==> src/design/temperature_fan_curve_controller_macros.svh <==
// Assertion macros for the fan curve controller.
// Included by files that carry concurrent checks; expects clk and rst_n in scope.
`ifndef TEMPERATURE_FAN_CURVE_CONTROLLER_MACROS_SVH
`define TEMPERATURE_FAN_CURVE_CONTROLLER_MACROS_SVH
`ifndef SYNTHESIS
`define TFC_ASSERT(lbl, prop) \
    lbl: assert property (@(posedge clk) disable iff (!rst_n) prop) \
        else $error("fan curve controller: property violated");
`define TFC_NEVER(lbl, expr) \
    lbl: assert property (@(posedge clk) disable iff (!rst_n) !(expr)) \
        else $error("fan curve controller: forbidden condition");
`else
`define TFC_ASSERT(lbl, prop)
`define TFC_NEVER(lbl, expr)
`endif
`endif

==> src/design/tfc_pkg.sv <==
// Shared widths, codes and payload types of the fan curve controller.
// No dependencies; used by the interfaces, the serial arithmetic unit and the top level.
package tfc_pkg;

    localparam int TEMP_W         = 7;
    localparam int RPM_W          = 14;
    localparam int TEMP_FRAC_BITS = 8;
    localparam int AVG_W          = TEMP_W + TEMP_FRAC_BITS;
    localparam int CMP_W          = AVG_W + 2;

    localparam int PRE_BAND_DEG = 10;
    localparam int RPM_QUANTUM  = 100;
    localparam int PRE_DEN      = PRE_BAND_DEG << TEMP_FRAC_BITS;

    // Serial unit: SER_W multiplier bits or quotient bits, one per cycle.
    localparam int SER_W  = (AVG_W > RPM_W + 1) ? AVG_W : RPM_W + 1;
    localparam int PROD_W = RPM_W + SER_W;
    localparam int DVD_W  = PROD_W + 1;
    localparam int DIV_W  = AVG_W + 1;
    localparam int OPB_W  = (DIV_W > RPM_W) ? DIV_W : RPM_W;
    localparam int ACC_W  = (RPM_W + 1 > DIV_W) ? RPM_W + 1 : DIV_W;
    localparam int CNT_W  = $clog2(SER_W);

    localparam int CFG_IDX_W = 3;

    localparam logic [TEMP_W-1:0] CPU_LOW_RST   = TEMP_W'(65);
    localparam logic [TEMP_W-1:0] CPU_HIGH_RST  = TEMP_W'(90);
    localparam logic [TEMP_W-1:0] GPU_LOW_RST   = TEMP_W'(70);
    localparam logic [TEMP_W-1:0] GPU_HIGH_RST  = TEMP_W'(82);
    localparam logic [RPM_W-1:0]  IDLE_RPM_RST  = RPM_W'(2200);
    localparam logic [RPM_W-1:0]  ENGAGE_RPM_RST = RPM_W'(2500);
    localparam logic [RPM_W-1:0]  MAX_RPM_RST   = RPM_W'(4800);
    localparam logic [RPM_W-1:0]  STEP_RST      = RPM_W'(150);

    typedef enum logic [CFG_IDX_W-1:0] {
        CFG_CPU_LOW_TEMP,
        CFG_CPU_HIGH_TEMP,
        CFG_GPU_LOW_TEMP,
        CFG_GPU_HIGH_TEMP,
        CFG_IDLE_RPM,
        CFG_ENGAGE_RPM,
        CFG_MAX_RPM,
        CFG_CHANGE_STEP
    } cfg_reg_t;

    typedef enum logic [2:0] {
        S_IDLE,
        S_CH_START,
        S_MUL,
        S_DIV,
        S_FLOOR,
        S_FLOOR_WAIT
    } state_t;

    typedef enum logic {
        OP_MUL,
        OP_DIV
    } arith_op_t;

    typedef struct packed {
        logic      start;
        arith_op_t op;
    } arith_cmd_t;

    typedef struct packed {
        logic              restart;
        logic [TEMP_W-1:0] cpu_temp;
        logic              cpu_valid;
        logic [TEMP_W-1:0] gpu_temp;
        logic              gpu_valid;
    } sample_t;

    typedef struct packed {
        logic [RPM_W-1:0] target_rpm;
        logic             over_temp;
        logic             issue_setting;
        logic             auto_setting;
    } result_t;

endpackage

==> src/design/tfc_if.sv <==
// Valid/ready channel interfaces for temperature samples and fan results.
// Depends on tfc_pkg for the payload types.
interface tfc_sample_if;
    logic             valid;
    logic             ready;
    tfc_pkg::sample_t data;

    modport source (output valid, output data, input ready);
    modport sink (input valid, input data, output ready);
endinterface

interface tfc_result_if;
    logic             valid;
    logic             ready;
    tfc_pkg::result_t data;

    modport source (output valid, output data, input ready);
    modport sink (input valid, input data, output ready);
endinterface

==> src/design/temperature_fan_curve_controller.sv <==
// Fan curve controller top level: averaging, curve, alarm and setting decision.
// Uses tfc_pkg, tfc_if and tfc_arith. One item at a time: the serial multiply/divide unit
// runs two operations per ramped channel plus one divide by 100. The next item is taken the
// cycle after the result is loaded. Reset clears the average and applied-setting valid
// flags and loads the register defaults.
`include "temperature_fan_curve_controller_macros.svh"

module temperature_fan_curve_controller (
    input  logic                            clk,
    input  logic                            rst_n,
    tfc_sample_if.sink                      sample,
    tfc_result_if.source                    result,
    input  logic                            cfg_we,
    input  logic [tfc_pkg::CFG_IDX_W-1:0]   cfg_index,
    input  logic [tfc_pkg::RPM_W-1:0]       cfg_data
);

    // Configuration registers.
    logic [tfc_pkg::TEMP_W-1:0] cpu_low_reg, cpu_high_reg, gpu_low_reg, gpu_high_reg;
    logic [tfc_pkg::RPM_W-1:0]  idle_rpm_reg, engage_rpm_reg, max_rpm_reg, step_reg;

    // Block state and per-item working registers.
    tfc_pkg::state_t            state_reg, state_next;
    logic [tfc_pkg::AVG_W-1:0]  cpu_avg_reg, cpu_avg_next, gpu_avg_reg, gpu_avg_next;
    logic                       cpu_avg_valid_reg, cpu_avg_valid_next;
    logic                       gpu_avg_valid_reg, gpu_avg_valid_next;
    logic [tfc_pkg::RPM_W-1:0]  applied_rpm_reg, applied_rpm_next;
    logic                       applied_valid_reg, applied_valid_next;
    logic                       alarm_reg, alarm_next;
    logic                       ch_reg, ch_next;
    logic [tfc_pkg::RPM_W-1:0]  best_reg, best_next;
    logic                       n2_neg_reg, n2_neg_next;
    logic                       out_valid_reg, out_valid_next;
    tfc_pkg::result_t           out_data_reg, out_data_next;

    // Serial unit connection.
    tfc_pkg::arith_cmd_t        arith_cmd;
    logic [tfc_pkg::DVD_W-1:0]  arith_opa;
    logic [tfc_pkg::OPB_W-1:0]  arith_opb;
    logic                       arith_busy;
    logic [tfc_pkg::PROD_W-1:0] arith_prod;
    logic [tfc_pkg::SER_W-1:0]  arith_quo;
    logic [tfc_pkg::DIV_W-1:0]  arith_rem;

    // Input side.
    logic [tfc_pkg::AVG_W-1:0]  prev_cpu_avg, prev_gpu_avg;
    logic                       prev_cpu_valid, prev_gpu_valid;
    logic                       in_alarm;

    // Curve selection for the current channel.
    logic [tfc_pkg::AVG_W-1:0]      ch_avg;
    logic                           ch_valid;
    logic [tfc_pkg::TEMP_W-1:0]     ch_lo, ch_hi;
    logic [tfc_pkg::TEMP_W+1:0]     lo_m10;
    logic signed [tfc_pkg::CMP_W-1:0] a_s, base_s, lo_q, hi_q, x_full, den_full;
    logic                           in_zero, in_pre, in_max;
    logic [tfc_pkg::AVG_W-1:0]      ramp_x, ramp_den;
    logic [tfc_pkg::RPM_W-1:0]      ramp_start, ramp_end, rdiff_mag;
    logic [tfc_pkg::RPM_W:0]        rdiff;
    logic                           rdiff_neg;
    logic [tfc_pkg::PROD_W:0]       two_p, den_ext, n2_mag;
    logic                           n2_neg;
    logic signed [tfc_pkg::RPM_W+1:0] start_ext, q_ext, curve_val;
    logic [tfc_pkg::RPM_W-1:0]      curve_rpm;
    logic                           ch_finish;
    logic [tfc_pkg::RPM_W-1:0]      ch_value;

    // Output decision.
    logic [tfc_pkg::RPM_W-1:0]      target_val, rpm_gap;
    logic                           issue;

    function automatic logic [tfc_pkg::AVG_W-1:0] avg_update(
        input logic [tfc_pkg::AVG_W-1:0]  avg,
        input logic                       seeded,
        input logic [tfc_pkg::TEMP_W-1:0] temp
    );
        logic [tfc_pkg::AVG_W-1:0] s;
        logic [tfc_pkg::AVG_W-1:0] gap;
        logic [tfc_pkg::AVG_W:0]   gap3;
        s = {temp, {tfc_pkg::TEMP_FRAC_BITS{1'b0}}};
        if (!seeded)
        begin
            return s;
        end
        if (s > avg)
        begin
            gap = s - avg;
            return avg + (gap >> 1);
        end
        // Falling: floor(avg - gap/4) is avg minus the gap/4 rounded up.
        gap  = avg - s;
        gap3 = {1'b0, gap} + (tfc_pkg::AVG_W + 1)'(3);
        return avg - tfc_pkg::AVG_W'(gap3 >> 2);
    endfunction

    tfc_arith u_arith (
        .clk       (clk),
        .rst_n     (rst_n),
        .cmd       (arith_cmd),
        .opa       (arith_opa),
        .opb       (arith_opb),
        .busy      (arith_busy),
        .product   (arith_prod),
        .quotient  (arith_quo),
        .remainder (arith_rem)
    );

    assign sample.ready = (state_reg == tfc_pkg::S_IDLE);
    assign result.valid = out_valid_reg;
    assign result.data  = out_data_reg;

    // A restart clears the history before this sample is applied.
    always_comb
    begin
        prev_cpu_avg   = sample.data.restart ? '0 : cpu_avg_reg;
        prev_cpu_valid = !sample.data.restart && cpu_avg_valid_reg;
        prev_gpu_avg   = sample.data.restart ? '0 : gpu_avg_reg;
        prev_gpu_valid = !sample.data.restart && gpu_avg_valid_reg;
        in_alarm = (sample.data.cpu_valid && (sample.data.cpu_temp >= cpu_high_reg))
                || (sample.data.gpu_valid && (sample.data.gpu_temp >= gpu_high_reg));
    end

    always_comb
    begin
        ch_avg   = ch_reg ? gpu_avg_reg : cpu_avg_reg;
        ch_valid = ch_reg ? gpu_avg_valid_reg : cpu_avg_valid_reg;
        ch_lo    = ch_reg ? gpu_low_reg : cpu_low_reg;
        ch_hi    = ch_reg ? gpu_high_reg : cpu_high_reg;

        // The zero region starts at lo - 10, which goes negative for small lo.
        lo_m10 = {2'b00, ch_lo} - (tfc_pkg::TEMP_W + 2)'(tfc_pkg::PRE_BAND_DEG);
        a_s    = $signed({2'b00, ch_avg});
        base_s = $signed({lo_m10, {tfc_pkg::TEMP_FRAC_BITS{1'b0}}});
        lo_q   = $signed({2'b00, ch_lo, {tfc_pkg::TEMP_FRAC_BITS{1'b0}}});
        hi_q   = $signed({2'b00, ch_hi, {tfc_pkg::TEMP_FRAC_BITS{1'b0}}});

        in_zero = (a_s <= base_s);
        in_pre  = (a_s < lo_q);
        in_max  = (a_s >= hi_q);

        x_full   = in_pre ? (a_s - base_s) : (a_s - lo_q);
        den_full = hi_q - lo_q;
        ramp_x   = x_full[tfc_pkg::AVG_W-1:0];
        ramp_den = in_pre ? tfc_pkg::AVG_W'(tfc_pkg::PRE_DEN) : den_full[tfc_pkg::AVG_W-1:0];

        ramp_start = in_pre ? idle_rpm_reg : engage_rpm_reg;
        ramp_end   = in_pre ? engage_rpm_reg : max_rpm_reg;
        rdiff      = {1'b0, ramp_end} - {1'b0, ramp_start};
        rdiff_neg  = rdiff[tfc_pkg::RPM_W];
        rdiff_mag  = rdiff_neg ? tfc_pkg::RPM_W'(~rdiff + 1'b1) : rdiff[tfc_pkg::RPM_W-1:0];

        // Rounded quotient: trunc((2n + d) / 2d), done on the magnitude with the sign
        // carried aside.
        two_p   = {arith_prod, 1'b0};
        den_ext = (tfc_pkg::PROD_W + 1)'(ramp_den);
        if (!rdiff_neg)
        begin
            n2_mag = two_p + den_ext;
            n2_neg = 1'b0;
        end
        else if (two_p > den_ext)
        begin
            n2_mag = two_p - den_ext;
            n2_neg = 1'b1;
        end
        else
        begin
            n2_mag = den_ext - two_p;
            n2_neg = 1'b0;
        end

        start_ext = $signed({2'b00, ramp_start});
        q_ext     = $signed({1'b0, arith_quo[tfc_pkg::RPM_W:0]});
        curve_val = n2_neg_reg ? (start_ext - q_ext) : (start_ext + q_ext);
        curve_rpm = curve_val[tfc_pkg::RPM_W+1] ? '0 : curve_val[tfc_pkg::RPM_W-1:0];
    end

    always_comb
    begin
        target_val = best_reg - tfc_pkg::RPM_W'(arith_rem);
        rpm_gap    = (target_val >= applied_rpm_reg) ? (target_val - applied_rpm_reg)
                                                     : (applied_rpm_reg - target_val);
        issue      = !applied_valid_reg || alarm_reg || (rpm_gap >= step_reg);
    end

    always_comb
    begin
        state_next         = state_reg;
        cpu_avg_next       = cpu_avg_reg;
        cpu_avg_valid_next = cpu_avg_valid_reg;
        gpu_avg_next       = gpu_avg_reg;
        gpu_avg_valid_next = gpu_avg_valid_reg;
        applied_rpm_next   = applied_rpm_reg;
        applied_valid_next = applied_valid_reg;
        alarm_next         = alarm_reg;
        ch_next            = ch_reg;
        best_next          = best_reg;
        n2_neg_next        = n2_neg_reg;
        out_valid_next     = out_valid_reg && !result.ready;
        out_data_next      = out_data_reg;
        arith_cmd.start    = 1'b0;
        arith_cmd.op       = tfc_pkg::OP_MUL;
        arith_opa          = '0;
        arith_opb          = '0;
        ch_finish          = 1'b0;
        ch_value           = '0;

        unique case (state_reg)
            tfc_pkg::S_IDLE:
            begin
                if (sample.valid)
                begin
                    if (sample.data.cpu_valid)
                    begin
                        cpu_avg_next = avg_update(prev_cpu_avg, prev_cpu_valid,
                                                  sample.data.cpu_temp);
                    end
                    else
                    begin
                        cpu_avg_next = prev_cpu_avg;
                    end
                    cpu_avg_valid_next = sample.data.cpu_valid || prev_cpu_valid;
                    // An invalid GPU reading drops the GPU average entirely.
                    gpu_avg_next = sample.data.gpu_valid ?
                                   avg_update(prev_gpu_avg, prev_gpu_valid,
                                              sample.data.gpu_temp) : '0;
                    gpu_avg_valid_next = sample.data.gpu_valid;
                    if (sample.data.restart)
                    begin
                        applied_rpm_next   = '0;
                        applied_valid_next = 1'b0;
                    end
                    alarm_next = in_alarm;
                    ch_next    = 1'b0;
                    best_next  = '0;
                    state_next = tfc_pkg::S_CH_START;
                end
            end
            tfc_pkg::S_CH_START:
            begin
                if (!ch_valid || in_zero)
                begin
                    ch_finish = 1'b1;
                    ch_value  = '0;
                end
                else if (!in_pre && in_max)
                begin
                    ch_finish = 1'b1;
                    ch_value  = max_rpm_reg;
                end
                else
                begin
                    arith_cmd.start = 1'b1;
                    arith_cmd.op    = tfc_pkg::OP_MUL;
                    arith_opa       = tfc_pkg::DVD_W'(ramp_x);
                    arith_opb       = tfc_pkg::OPB_W'(rdiff_mag);
                    state_next      = tfc_pkg::S_MUL;
                end
            end
            tfc_pkg::S_MUL:
            begin
                if (!arith_busy)
                begin
                    arith_cmd.start = 1'b1;
                    arith_cmd.op    = tfc_pkg::OP_DIV;
                    arith_opa       = tfc_pkg::DVD_W'(n2_mag);
                    arith_opb       = tfc_pkg::OPB_W'({ramp_den, 1'b0});
                    n2_neg_next     = n2_neg;
                    state_next      = tfc_pkg::S_DIV;
                end
            end
            tfc_pkg::S_DIV:
            begin
                if (!arith_busy)
                begin
                    ch_finish = 1'b1;
                    ch_value  = curve_rpm;
                end
            end
            tfc_pkg::S_FLOOR:
            begin
                best_next       = alarm_reg ? max_rpm_reg : best_reg;
                arith_cmd.start = 1'b1;
                arith_cmd.op    = tfc_pkg::OP_DIV;
                arith_opa       = tfc_pkg::DVD_W'(alarm_reg ? max_rpm_reg : best_reg);
                arith_opb       = tfc_pkg::OPB_W'(tfc_pkg::RPM_QUANTUM);
                state_next      = tfc_pkg::S_FLOOR_WAIT;
            end
            tfc_pkg::S_FLOOR_WAIT:
            begin
                // The divider holds its remainder, so waiting on a full output is safe.
                if (!arith_busy && (!out_valid_reg || result.ready))
                begin
                    out_valid_next              = 1'b1;
                    out_data_next.target_rpm    = target_val;
                    out_data_next.over_temp     = alarm_reg;
                    out_data_next.issue_setting = issue;
                    out_data_next.auto_setting  = issue && (target_val == '0);
                    if (issue)
                    begin
                        applied_rpm_next   = target_val;
                        applied_valid_next = 1'b1;
                    end
                    state_next = tfc_pkg::S_IDLE;
                end
            end
            default:
            begin
                state_next = tfc_pkg::S_IDLE;
            end
        endcase

        if (ch_finish)
        begin
            if (ch_value > best_reg)
            begin
                best_next = ch_value;
            end
            if (!ch_reg)
            begin
                ch_next    = 1'b1;
                state_next = tfc_pkg::S_CH_START;
            end
            else
            begin
                state_next = tfc_pkg::S_FLOOR;
            end
        end
    end

    always_ff @(posedge clk or negedge rst_n)
    begin
        if (!rst_n)
        begin
            state_reg         <= tfc_pkg::S_IDLE;
            cpu_avg_valid_reg <= 1'b0;
            gpu_avg_valid_reg <= 1'b0;
            applied_valid_reg <= 1'b0;
            out_valid_reg     <= 1'b0;
            cpu_low_reg       <= tfc_pkg::CPU_LOW_RST;
            cpu_high_reg      <= tfc_pkg::CPU_HIGH_RST;
            gpu_low_reg       <= tfc_pkg::GPU_LOW_RST;
            gpu_high_reg      <= tfc_pkg::GPU_HIGH_RST;
            idle_rpm_reg      <= tfc_pkg::IDLE_RPM_RST;
            engage_rpm_reg    <= tfc_pkg::ENGAGE_RPM_RST;
            max_rpm_reg       <= tfc_pkg::MAX_RPM_RST;
            step_reg          <= tfc_pkg::STEP_RST;
        end
        else
        begin
            state_reg         <= state_next;
            cpu_avg_valid_reg <= cpu_avg_valid_next;
            gpu_avg_valid_reg <= gpu_avg_valid_next;
            applied_valid_reg <= applied_valid_next;
            out_valid_reg     <= out_valid_next;
            if (cfg_we)
            begin
                unique case (tfc_pkg::cfg_reg_t'(cfg_index))
                    tfc_pkg::CFG_CPU_LOW_TEMP:  cpu_low_reg    <= cfg_data[tfc_pkg::TEMP_W-1:0];
                    tfc_pkg::CFG_CPU_HIGH_TEMP: cpu_high_reg   <= cfg_data[tfc_pkg::TEMP_W-1:0];
                    tfc_pkg::CFG_GPU_LOW_TEMP:  gpu_low_reg    <= cfg_data[tfc_pkg::TEMP_W-1:0];
                    tfc_pkg::CFG_GPU_HIGH_TEMP: gpu_high_reg   <= cfg_data[tfc_pkg::TEMP_W-1:0];
                    tfc_pkg::CFG_IDLE_RPM:      idle_rpm_reg   <= cfg_data;
                    tfc_pkg::CFG_ENGAGE_RPM:    engage_rpm_reg <= cfg_data;
                    tfc_pkg::CFG_MAX_RPM:       max_rpm_reg    <= cfg_data;
                    tfc_pkg::CFG_CHANGE_STEP:   step_reg       <= cfg_data;
                endcase
            end
        end
    end

    always_ff @(posedge clk)
    begin
        cpu_avg_reg     <= cpu_avg_next;
        gpu_avg_reg     <= gpu_avg_next;
        applied_rpm_reg <= applied_rpm_next;
        alarm_reg       <= alarm_next;
        ch_reg          <= ch_next;
        best_reg        <= best_next;
        n2_neg_reg      <= n2_neg_next;
        out_data_reg    <= out_data_next;
    end

    `TFC_ASSERT(a_unit_busy_in_wait_state, arith_busy |-> (state_reg == tfc_pkg::S_MUL || state_reg == tfc_pkg::S_DIV || state_reg == tfc_pkg::S_FLOOR_WAIT))
    `TFC_NEVER(a_no_start_while_busy, arith_cmd.start && arith_busy)
    `TFC_ASSERT(a_alarm_issues_setting, (result.valid && result.data.over_temp) |-> result.data.issue_setting)
    `TFC_ASSERT(a_applied_after_result, $rose(out_valid_reg) |-> applied_valid_reg)

endmodule

==> src/design/tfc_arith.sv <==
// Bit-serial shift-add multiplier and restoring divider sharing one datapath.
// Depends on tfc_pkg; one multiplier bit or one quotient bit per clock.
module tfc_arith (
    input  logic                         clk,
    input  logic                         rst_n,
    input  tfc_pkg::arith_cmd_t          cmd,
    input  logic [tfc_pkg::DVD_W-1:0]    opa,
    input  logic [tfc_pkg::OPB_W-1:0]    opb,
    output logic                         busy,
    output logic [tfc_pkg::PROD_W-1:0]   product,
    output logic [tfc_pkg::SER_W-1:0]    quotient,
    output logic [tfc_pkg::DIV_W-1:0]    remainder
);

    logic                          busy_reg, busy_next;
    tfc_pkg::arith_op_t            op_reg, op_next;
    logic [tfc_pkg::CNT_W-1:0]     count_reg, count_next;
    logic [tfc_pkg::ACC_W-1:0]     acc_reg, acc_next;
    logic [tfc_pkg::SER_W-1:0]     work_reg, work_next;
    logic [tfc_pkg::OPB_W-1:0]     opb_reg, opb_next;
    logic [tfc_pkg::RPM_W:0]       mul_sum;
    logic [tfc_pkg::DIV_W:0]       trial;
    logic [tfc_pkg::DIV_W:0]       trial_diff;
    logic                          trial_ge;

    // Multiply: the multiplier sits in work_reg and shifts out at the bottom while
    // the partial sum shifts in at the top. Divide: the dividend low bits shift out
    // of work_reg into the remainder while quotient bits shift in.
    assign mul_sum = {1'b0, acc_reg[tfc_pkg::RPM_W-1:0]}
                   + (work_reg[0] ? {1'b0, opb_reg[tfc_pkg::RPM_W-1:0]}
                                  : {(tfc_pkg::RPM_W + 1){1'b0}});
    assign trial      = {acc_reg[tfc_pkg::DIV_W-1:0], work_reg[tfc_pkg::SER_W-1]};
    assign trial_diff = trial - {1'b0, opb_reg[tfc_pkg::DIV_W-1:0]};
    assign trial_ge   = (trial >= {1'b0, opb_reg[tfc_pkg::DIV_W-1:0]});

    always_comb
    begin
        busy_next  = busy_reg;
        op_next    = op_reg;
        count_next = count_reg;
        acc_next   = acc_reg;
        work_next  = work_reg;
        opb_next   = opb_reg;
        if (cmd.start)
        begin
            busy_next  = 1'b1;
            op_next    = cmd.op;
            count_next = tfc_pkg::CNT_W'(tfc_pkg::SER_W - 1);
            opb_next   = opb;
            work_next  = opa[tfc_pkg::SER_W-1:0];
            // The caller guarantees the quotient fits SER_W bits, so the upper
            // dividend bits are already below the divisor.
            acc_next   = (cmd.op == tfc_pkg::OP_DIV) ?
                         tfc_pkg::ACC_W'(opa >> tfc_pkg::SER_W) : '0;
        end
        else if (busy_reg)
        begin
            unique case (op_reg)
                tfc_pkg::OP_MUL:
                begin
                    acc_next  = tfc_pkg::ACC_W'(mul_sum >> 1);
                    work_next = {mul_sum[0], work_reg[tfc_pkg::SER_W-1:1]};
                end
                tfc_pkg::OP_DIV:
                begin
                    acc_next  = trial_ge ? tfc_pkg::ACC_W'(trial_diff[tfc_pkg::DIV_W-1:0])
                                         : tfc_pkg::ACC_W'(trial[tfc_pkg::DIV_W-1:0]);
                    work_next = {work_reg[tfc_pkg::SER_W-2:0], trial_ge};
                end
            endcase
            if (count_reg == '0)
            begin
                busy_next = 1'b0;
            end
            else
            begin
                count_next = count_reg - 1'b1;
            end
        end
    end

    always_ff @(posedge clk or negedge rst_n)
    begin
        if (!rst_n)
        begin
            busy_reg  <= 1'b0;
            op_reg    <= tfc_pkg::OP_MUL;
            count_reg <= '0;
        end
        else
        begin
            busy_reg  <= busy_next;
            op_reg    <= op_next;
            count_reg <= count_next;
        end
    end

    always_ff @(posedge clk)
    begin
        acc_reg  <= acc_next;
        work_reg <= work_next;
        opb_reg  <= opb_next;
    end

    assign busy      = busy_reg;
    assign product   = {acc_reg[tfc_pkg::RPM_W-1:0], work_reg};
    assign quotient  = work_reg;
    assign remainder = acc_reg[tfc_pkg::DIV_W-1:0];

endmodule

==> src/flat_wrapper.sv <==
// flat-port wrapper written by rule: the top's interface ports become plain ports
module temperature_fan_curve_controller_flat 
  (clk, rst_n, cfg_we, cfg_index, cfg_data, sample_valid, sample_data, sample_ready, result_valid, result_data, result_ready);
  tfc_sample_if sample_i ();
  tfc_result_if result_i ();
  input  logic clk;
  input  logic rst_n;
  input  logic cfg_we;
  input  logic [tfc_pkg::CFG_IDX_W-1:0] cfg_index;
  input  logic [tfc_pkg::RPM_W-1:0] cfg_data;
  input wire logic [$bits(sample_i.valid)-1:0] sample_valid;
  input wire logic [$bits(sample_i.data)-1:0] sample_data;
  output wire logic [$bits(sample_i.ready)-1:0] sample_ready;
  output wire logic [$bits(result_i.valid)-1:0] result_valid;
  output wire logic [$bits(result_i.data)-1:0] result_data;
  input wire logic [$bits(result_i.ready)-1:0] result_ready;
  assign sample_i.valid = sample_valid;
  assign sample_i.data = sample_data;
  assign sample_ready = sample_i.ready;
  assign result_valid = result_i.valid;
  assign result_data = result_i.data;
  assign result_i.ready = result_ready;
  temperature_fan_curve_controller u_core (.clk(clk), .rst_n(rst_n), .sample(sample_i), .result(result_i), .cfg_we(cfg_we), .cfg_index(cfg_index), .cfg_data(cfg_data));
endmodule
==> config.mk <==
export PLATFORM = sky130hd
export DESIGN_NAME = temperature_fan_curve_controller_flat
export DESIGN_NICKNAME = d
export VERILOG_FILES = /design/src/design/tfc_pkg.sv /design/src/design/tfc_if.sv /design/src/design/temperature_fan_curve_controller.sv /design/src/design/tfc_arith.sv /design/src/flat_wrapper.sv
export VERILOG_INCLUDE_DIRS = /design/src /design/src/design
export SDC_FILE = /design/constraint.sdc
export NUM_CORES = 1
export LEC_CHECK = 0
export ABC_AREA = 1
export BUFFER_PORTS_ARGS = -buffer_cell sky130_fd_sc_hd__buf_2
export CORE_MARGIN = 2
export CORE_UTILIZATION = 65
export CTS_CLUSTER_SIZE = 24
export DETAILED_ROUTE_END_ITERATION = 10
export PLACE_DENSITY = 0.83
export SLEW_MARGIN = 10
export SYNTH_ARGS = -nofsm -noshare
export SYNTH_HDL_FRONTEND = slang
export SYNTH_SLANG_ARGS = --single-unit
==> constraint.sdc <==
create_clock -name clk -period 12.2 [get_ports clk]
set_clock_uncertainty 0.05 [all_clocks]
set_input_delay 2.44 -clock clk [delete_from_list [all_inputs] [get_ports clk]]
set_output_delay 2.44 -clock clk [all_outputs]
set_load 0.005 [all_outputs]
# Word-level counts from Yosys, hierarchy flattened
# Index checks and enable logic that the tools add are counted.
[totals] regBits=222 input_bits=39 out_inout_bits=19 wordCells=243
[op_classes] n_addsub=27 order_cmp=12 n_eq_ne=23 mux=107 n_bitwise=3 reduce_logical=41
[ops] operator="$mux 15" count=18
[ops] operator="$mux 14" count=19
[ops] operator="$mux 30" count=4
[ops] operator="$sub 15x15->15" count=7
[ops] operator="$mux 16" count=6
[ops] operator="$pmux 30 s3" count=1
[ops] operator="$pmux 14 s2" count=3
[ops] operator="$pmux 16 s3" count=1
[ops] operator="$sub 14x14->14" count=3
[ops] operator="$mux 1" count=34
[ops] operator="$add 15x2->16 const B" count=2
[ops] operator="$pmux 16 s2" count=1
[ops] operator="$add 15x14->15" count=2
[ops] operator="$add 30x15->30" count=1
[ops] operator="$gt 15x15->1" count=2
[ops] operator="$gt 30x15->1" count=1
[ops] operator="$pmux 15 s2" count=1
[ops] operator="$sub 15x14->15" count=2
[ops] operator="$sub 15x30->30" count=1
[ops] operator="$sub 30x15->30" count=1
[ops] operator="$ge 14x14->1" count=2
[ops] operator="$reduce_and 2->1" count=12
[ops] operator="$mux 3" count=7
[ops] operator="$eq 3x3->1 const B" count=6
[ops] operator="other kinds (37)" count=76

# Logic depth before layout (Yosys ltp)
[logic_depth] depth_word=13 ltp_mapped=48 depth_no_buf=47

# Modules after synthesis
# Synthesis repeated with hierarchy kept, for this count alone.
[unflattened] hier_cells=3793 hier_area_um2=24967.7
[by_module_without_submodules] mod="temperature_fan_curve_controller" instances=1 cells_each=3147 area_per_inst_um2=20389.6 seq_area_each_um2=4505.6
[by_module_without_submodules] mod="tfc_arith" instances=1 cells_each=646 area_per_inst_um2=4578.1 seq_area_each_um2=1561.5

# Least setup slack after synthesis
# OpenSTA, ideal clock, no wires.
[synth_timing] path_type="input port to flip-flop" start="in sample_data[16]" end="reg u_core.cpu_avg_reg[12] in the netlist's numbering, data pin" setup_ns=0.269 arrival_time_ns=6.740 t_required_ns=11.881 setup_slack_ns=5.141 stages=33 n_path_buf=4 cell_sequence="buf_4 > clkbuf_1 > nor2_1 > ha_1 > clkbuf_1 > nand2_1 > inv_1 > nand3_1 > o31ai_1 > nand2_1 > nand2_1 > nand2_1 > nand2_1 > a21oi_1 > nor2_4 > buf_2 > o21ai_0 > ha_1 > fa_1 > inv_1 > a31oi_1 > nor2_1 > nor2_1 > o21bai_1 > nand2_1 > nand2_1 > a21oi_1 > o21ai_0 > nand2_1 > nand3_1 > nand3_1 > o211ai_1 > o21ai_0"
[synth_via] elab_chain_len=10 word_cells_on_any_way=22 classes_between="add/sub: 5; order compare: 1; mux: 14; reduce/logical: 2"
[synth_lines] item="from (decl)" line_no="flat_wrapper.sv:12" source="input wire logic [$bits(sample_i.data)-1:0] sample_data;"
[synth_lines] item="parallel branches: the longest is 9 deep, another holds $add 15x2->16"
[synth_lines] item="$mux 15 (*)" line_no="temperature_fan_curve_controller.sv:213" source="if (sample.data.cpu_valid)"
[synth_lines] item="to (signal assigned)" line_no="temperature_fan_curve_controller.sv:374" source="cpu_avg_reg <= cpu_avg_next;"
[synth_lines] item="to (decl)" line_no="temperature_fan_curve_controller.sv:24" source="logic [tfc_pkg::AVG_W-1:0] cpu_avg_reg, cpu_avg_next, gpu_avg_reg, gpu_avg_next;"
# Every way passes the cells marked *. The select of a mux whose other input is x is not followed.
# A chain may end at the register's enable or synchronous reset.

# Worst setup path after layout
[layout_timing] start="reg u_core.ch_reg" end="reg u_core.best_reg[10] in the netlist's numbering"
[layout_via] elab_chain_len=11 word_cells_on_any_way=27 classes_between="add/sub: 3; order compare: 4; mux: 16; reduce/logical: 4"
[layout_lines] item="from (decl)" line_no="temperature_fan_curve_controller.sv:30" source="logic ch_reg, ch_next;"
[layout_lines] item="from (signal assigned)" line_no="temperature_fan_curve_controller.sv:378" source="ch_reg <= ch_next;"
[layout_lines] item="$mux 15 / $mux 7 (equally long branches)" line_no="temperature_fan_curve_controller.sv:125, temperature_fan_curve_controller.sv:127"
[layout_lines] item="$lt 15x15->1" line_no="temperature_fan_curve_controller.sv:138" source="in_pre = (a_s < lo_q);"
[layout_lines] item="$mux 14" line_no="temperature_fan_curve_controller.sv:146" source="ramp_start = in_pre ? idle_rpm_reg : engage_rpm_reg;"
[layout_lines] item="$add 14x15->16 / $sub 14x15->16 (equally long branches)" line_no="temperature_fan_curve_controller.sv:174" source="curve_val = n2_neg_reg ? (start_ext - q_ext) : (start_ext + q_ext);"
[layout_lines] item="$mux 16" line_no="temperature_fan_curve_controller.sv:174"
[layout_lines] item="$mux 14" line_no="temperature_fan_curve_controller.sv:175" source="curve_rpm = curve_val[tfc_pkg::RPM_W+1] ? '0 : curve_val[tfc_pkg::RPM_W-1:0];"
[layout_lines] item="$mux 14" line_no="temperature_fan_curve_controller.sv:274" source="if (!arith_busy)"
[layout_lines] item="$pmux 14 s2" line_no="temperature_fan_curve_controller.sv:208" source="unique case (state_reg)"
[layout_lines] item="$gt 14x14->1" line_no="temperature_fan_curve_controller.sv:315" source="if (ch_value > best_reg)"
[layout_lines] item="$mux 14" line_no="temperature_fan_curve_controller.sv:315"
[layout_lines] item="$mux 14 (*)" line_no="temperature_fan_curve_controller.sv:313" source="if (ch_finish)"
[layout_lines] item="named net u_core.best_next (one bit)" line_no="temperature_fan_curve_controller.sv:31" source="logic [tfc_pkg::RPM_W-1:0] best_reg, best_next;"
[layout_lines] item="to (signal assigned)" line_no="temperature_fan_curve_controller.sv:379" source="best_reg <= best_next;"
[layout_lines] item="to (decl)" line_no="temperature_fan_curve_controller.sv:31"
# Mark *: on every way through the listed nets, which the timed path passes. The rest lies on a longest branch.

==> flow_metrics.tcl <==
set metrics [dict create \
    postCtsSetupBuffers 0 \
    grt_pass1_wl_mm 121.2 \
    max_freq_ghz 0.1262 \
    drc 0 \
    clkSinkCount 222 \
    syn_nets 3845 \
    cts_inserted_buffers 26 \
    multiInputGateArea_sq_mm 0.01535 \
    setup_tns_ns 0 \
    cts_tree "built" \
    final_cell_area_sq_mm 0.02544 \
    antenna_found_initial 1 \
    period_minus_slack_ns 7.923 \
    post-route-period-util_pct 64.94 \
    start_kind "flip-flop" \
    synth_cell_type_count 65 \
    grt_setup_unrepaired "no" \
    worst_pin_slew_ns 1.051 \
    postCtsHoldBufs 0 \
    cpMaxStageDelayCell "o21ai_0" \
    dp_slack_ns 4.069 \
    coreArea_sq_mm 0.03652 \
    synth.avg_cell_area_sq_um 6.766 \
    setup_viol 0 \
    cap_viol_max_count 0 \
    cts-root-buf "clkbuf_16" \
    yosys_register_bits 222 \
    dp.cells 3997 \
    boundaryPins 58 \
    crit_buf_inv 5 \
    cts_resized 0 \
    port_buffers 57 \
    via_count 24470 \
    postRouteAntennaNets 0 \
    setup_ws_ns 4.277 \
    wl_per_cell_um 18.91 \
    drive_above_1_share_pct 6.458 \
    areaGrowthSynthToFinish_pct 5.901 \
    place.gp.congestion 1.023 \
    crit_family "simple AND/OR/NAND/NOR gates" \
    die_h_um 196.2 \
    die-width_um 196.2 \
    routed_wl_mm 76.51 \
    synth_edf_count 110 \
    synth_top_area_cell "nand2_1" \
    hp-class "flip-flop to flip-flop" \
    crit_top_cell "nand2_1" \
    n_fill_cell 3197 \
    largest_register_ffs 17 \
    layout.cells.non_filler 4046 \
    synth_top_area_share_pct 13.77 \
    seq_area_frac_synth_pct 25.26 \
    seqCellArea_sq_mm 0.006067 \
    hold_violations 0 \
    path_clk_slew_ns 0.06 \
    status "complete, no violations" \
    viasPerCell 6.048 \
    slew_viol_final 0 \
    clock_path_buffers 3 \
    cp.required_ns 12.66 \
    final_nets 3852 \
    synthesis.area_sq_mm 0.02402 \
    grt.overflow.total 0 \
    placed_cell_area_sq_mm 0.02456 \
    clock_latency_ns 0.56 \
    grt_pass1_vias 23640 \
    start_util_pct 65.77 \
    synthTopCellsByArea "nand2_1 14%, edfxtp_1 14%, ha_1 13%" \
    slew_headroom_pct 29.48 \
    rows 70 \
    hpwl_mm 60.50 \
    worst-endpoint-arrival_ns 8.38 \
    cp_max_fo 64 \
    groute.usage.overall_pct 39.59 \
    ys.warnings.count 0 \
    drtPass1Iterations 6 \
    grt_max_degree 75 \
    synthArstFlopShare_pct 43.69 \
    syn_inst 3550 \
    max_stage_delay_ns 0.61 \
    drt_iter0_markers 2325 \
    htreeDepth 1 \
    synth_top_flop_cell "edfxtp_1" \
    crit_type "flip-flop to flip-flop" \
    die_area_sq_mm 0.03851 \
    critPathCaptureType "flip-flop" \
]
## path summary, 6_finish.rpt
check | startpoint | endpoint | slack (ns) | depth (start not counted)
setup / recovery | u_core.ch_reg$_DFF_P_ | u_core.best_reg[10]$_DFF_P_ | 4.28 | 32
hold / removal | u_core.gpu_low_reg[3]$_DFFE_PN0P_ | u_core.gpu_low_reg[3]$_DFFE_PN0P_ | 0.43 | 2
setup reg to reg | u_core.ch_reg$_DFF_P_ | u_core.best_reg[10]$_DFF_P_ | 4.28 | 32
hold reg to reg | u_core.gpu_low_reg[3]$_DFFE_PN0P_ | u_core.gpu_low_reg[3]$_DFFE_PN0P_ | 0.43 | 2
max in group asynchronous | rst_n | u_core.idle_rpm_reg[2]$_DFFE_PN0P_ | 9.05 | 2
min in group asynchronous | rst_n | u_core.result.valid$_DFF_PN0_ | 1.76 | 1
## area by class of cell
class	count	share of cell area (%)
inverter	574	8.470
antenna	1	0.009837
clock inverter	11	0.4378
tap	468	2.302
clock buffer	37	3.005
timing repair buffer	72	1.574
sequential	222	23.85
multi-input combinational	2661	60.35
## tightest hold or removal path: stages (launching register included)
cell and delay, ns:
dfrtp_1 0.34, nand2_1 0.05, o21ai_0 0.06
## logic make-up (layout without fill, tap and decap cells)
logic type	Yosys count	count (layout)	share of synthesized area, %
and+or+nand+nor	1526	1526	26.87
AOI/OAI and AO/OA	710	710	16.95
buffers and inverters	667	694	10.85
adders and majority gates	256	256	13.83
DFF	222	222	25.26
xor gates and xnor gates	161	161	5.902
muxes	8	8	0.3334
other	0	1	0
## per-stage QoR
step                util (%)  hold WS [ns]
finish                 69.65        0.4293
global placement       67.25        0.4132
global route           69.64        0.4596
CTS                    69.64        0.4301
detailed placement     67.25        0.4163
floorplan                  -        0.3955
## cells in the mapped netlist, types with 29 or more instances
cell,number
xor2_1,121
nand3_1,181
o21ai_1,35
a21oi_1,202
nand2_1,881
ha_1,240
dfrtp_1,68
o211ai_1,46
a31oi_1,31
nand4_1,47
nor3_1,46
inv_1,555
nor2_1,274
clkbuf_1,60
o21ai_0,274
dfstp_2,29
edfxtp_1,110
xnor2_1,39
## cells in the final DEF (no fill, tap or decap), types with 16 or more instances in the layout
cell type / netlist / routed
nand2_1: 881 / 881
inv_1: 555 / 555
nor2_1: 274 / 274
o21ai_0: 274 / 274
ha_1: 240 / 240
a21oi_1: 202 / 202
nand3_1: 181 / 181
xor2_1: 121 / 121
edfxtp_1: 110 / 110
dfrtp_1: 68 / 68
buf_2: 19 / 56
nand4_1: 47 / 47
o211ai_1: 46 / 46
nor3_1: 46 / 45
xnor2_1: 39 / 39
o21ai_1: 35 / 35
a31oi_1: 31 / 31
dfstp_2: 29 / 29
clkbuf_16: 0 / 28
o21bai_1: 22 / 22
or2_2: 21 / 21
nand2_2: 17 / 17
fa_1: 16 / 16
buf_4: 5 / 16
## routing by layer
metal  wire [um]  track usage (%)  vias to the layer above
met3        6150            6.154                      313
li1            -                -                    11700
met5           0                0                        -
met2       35790            68.24                     1192
met4        5340            24.97                        0
met1       29240            46.22                    11260
Power is left out: the tool's default activity adds up to more than one toggle a clock period on the data nets, which glitch-free logic cannot reach.
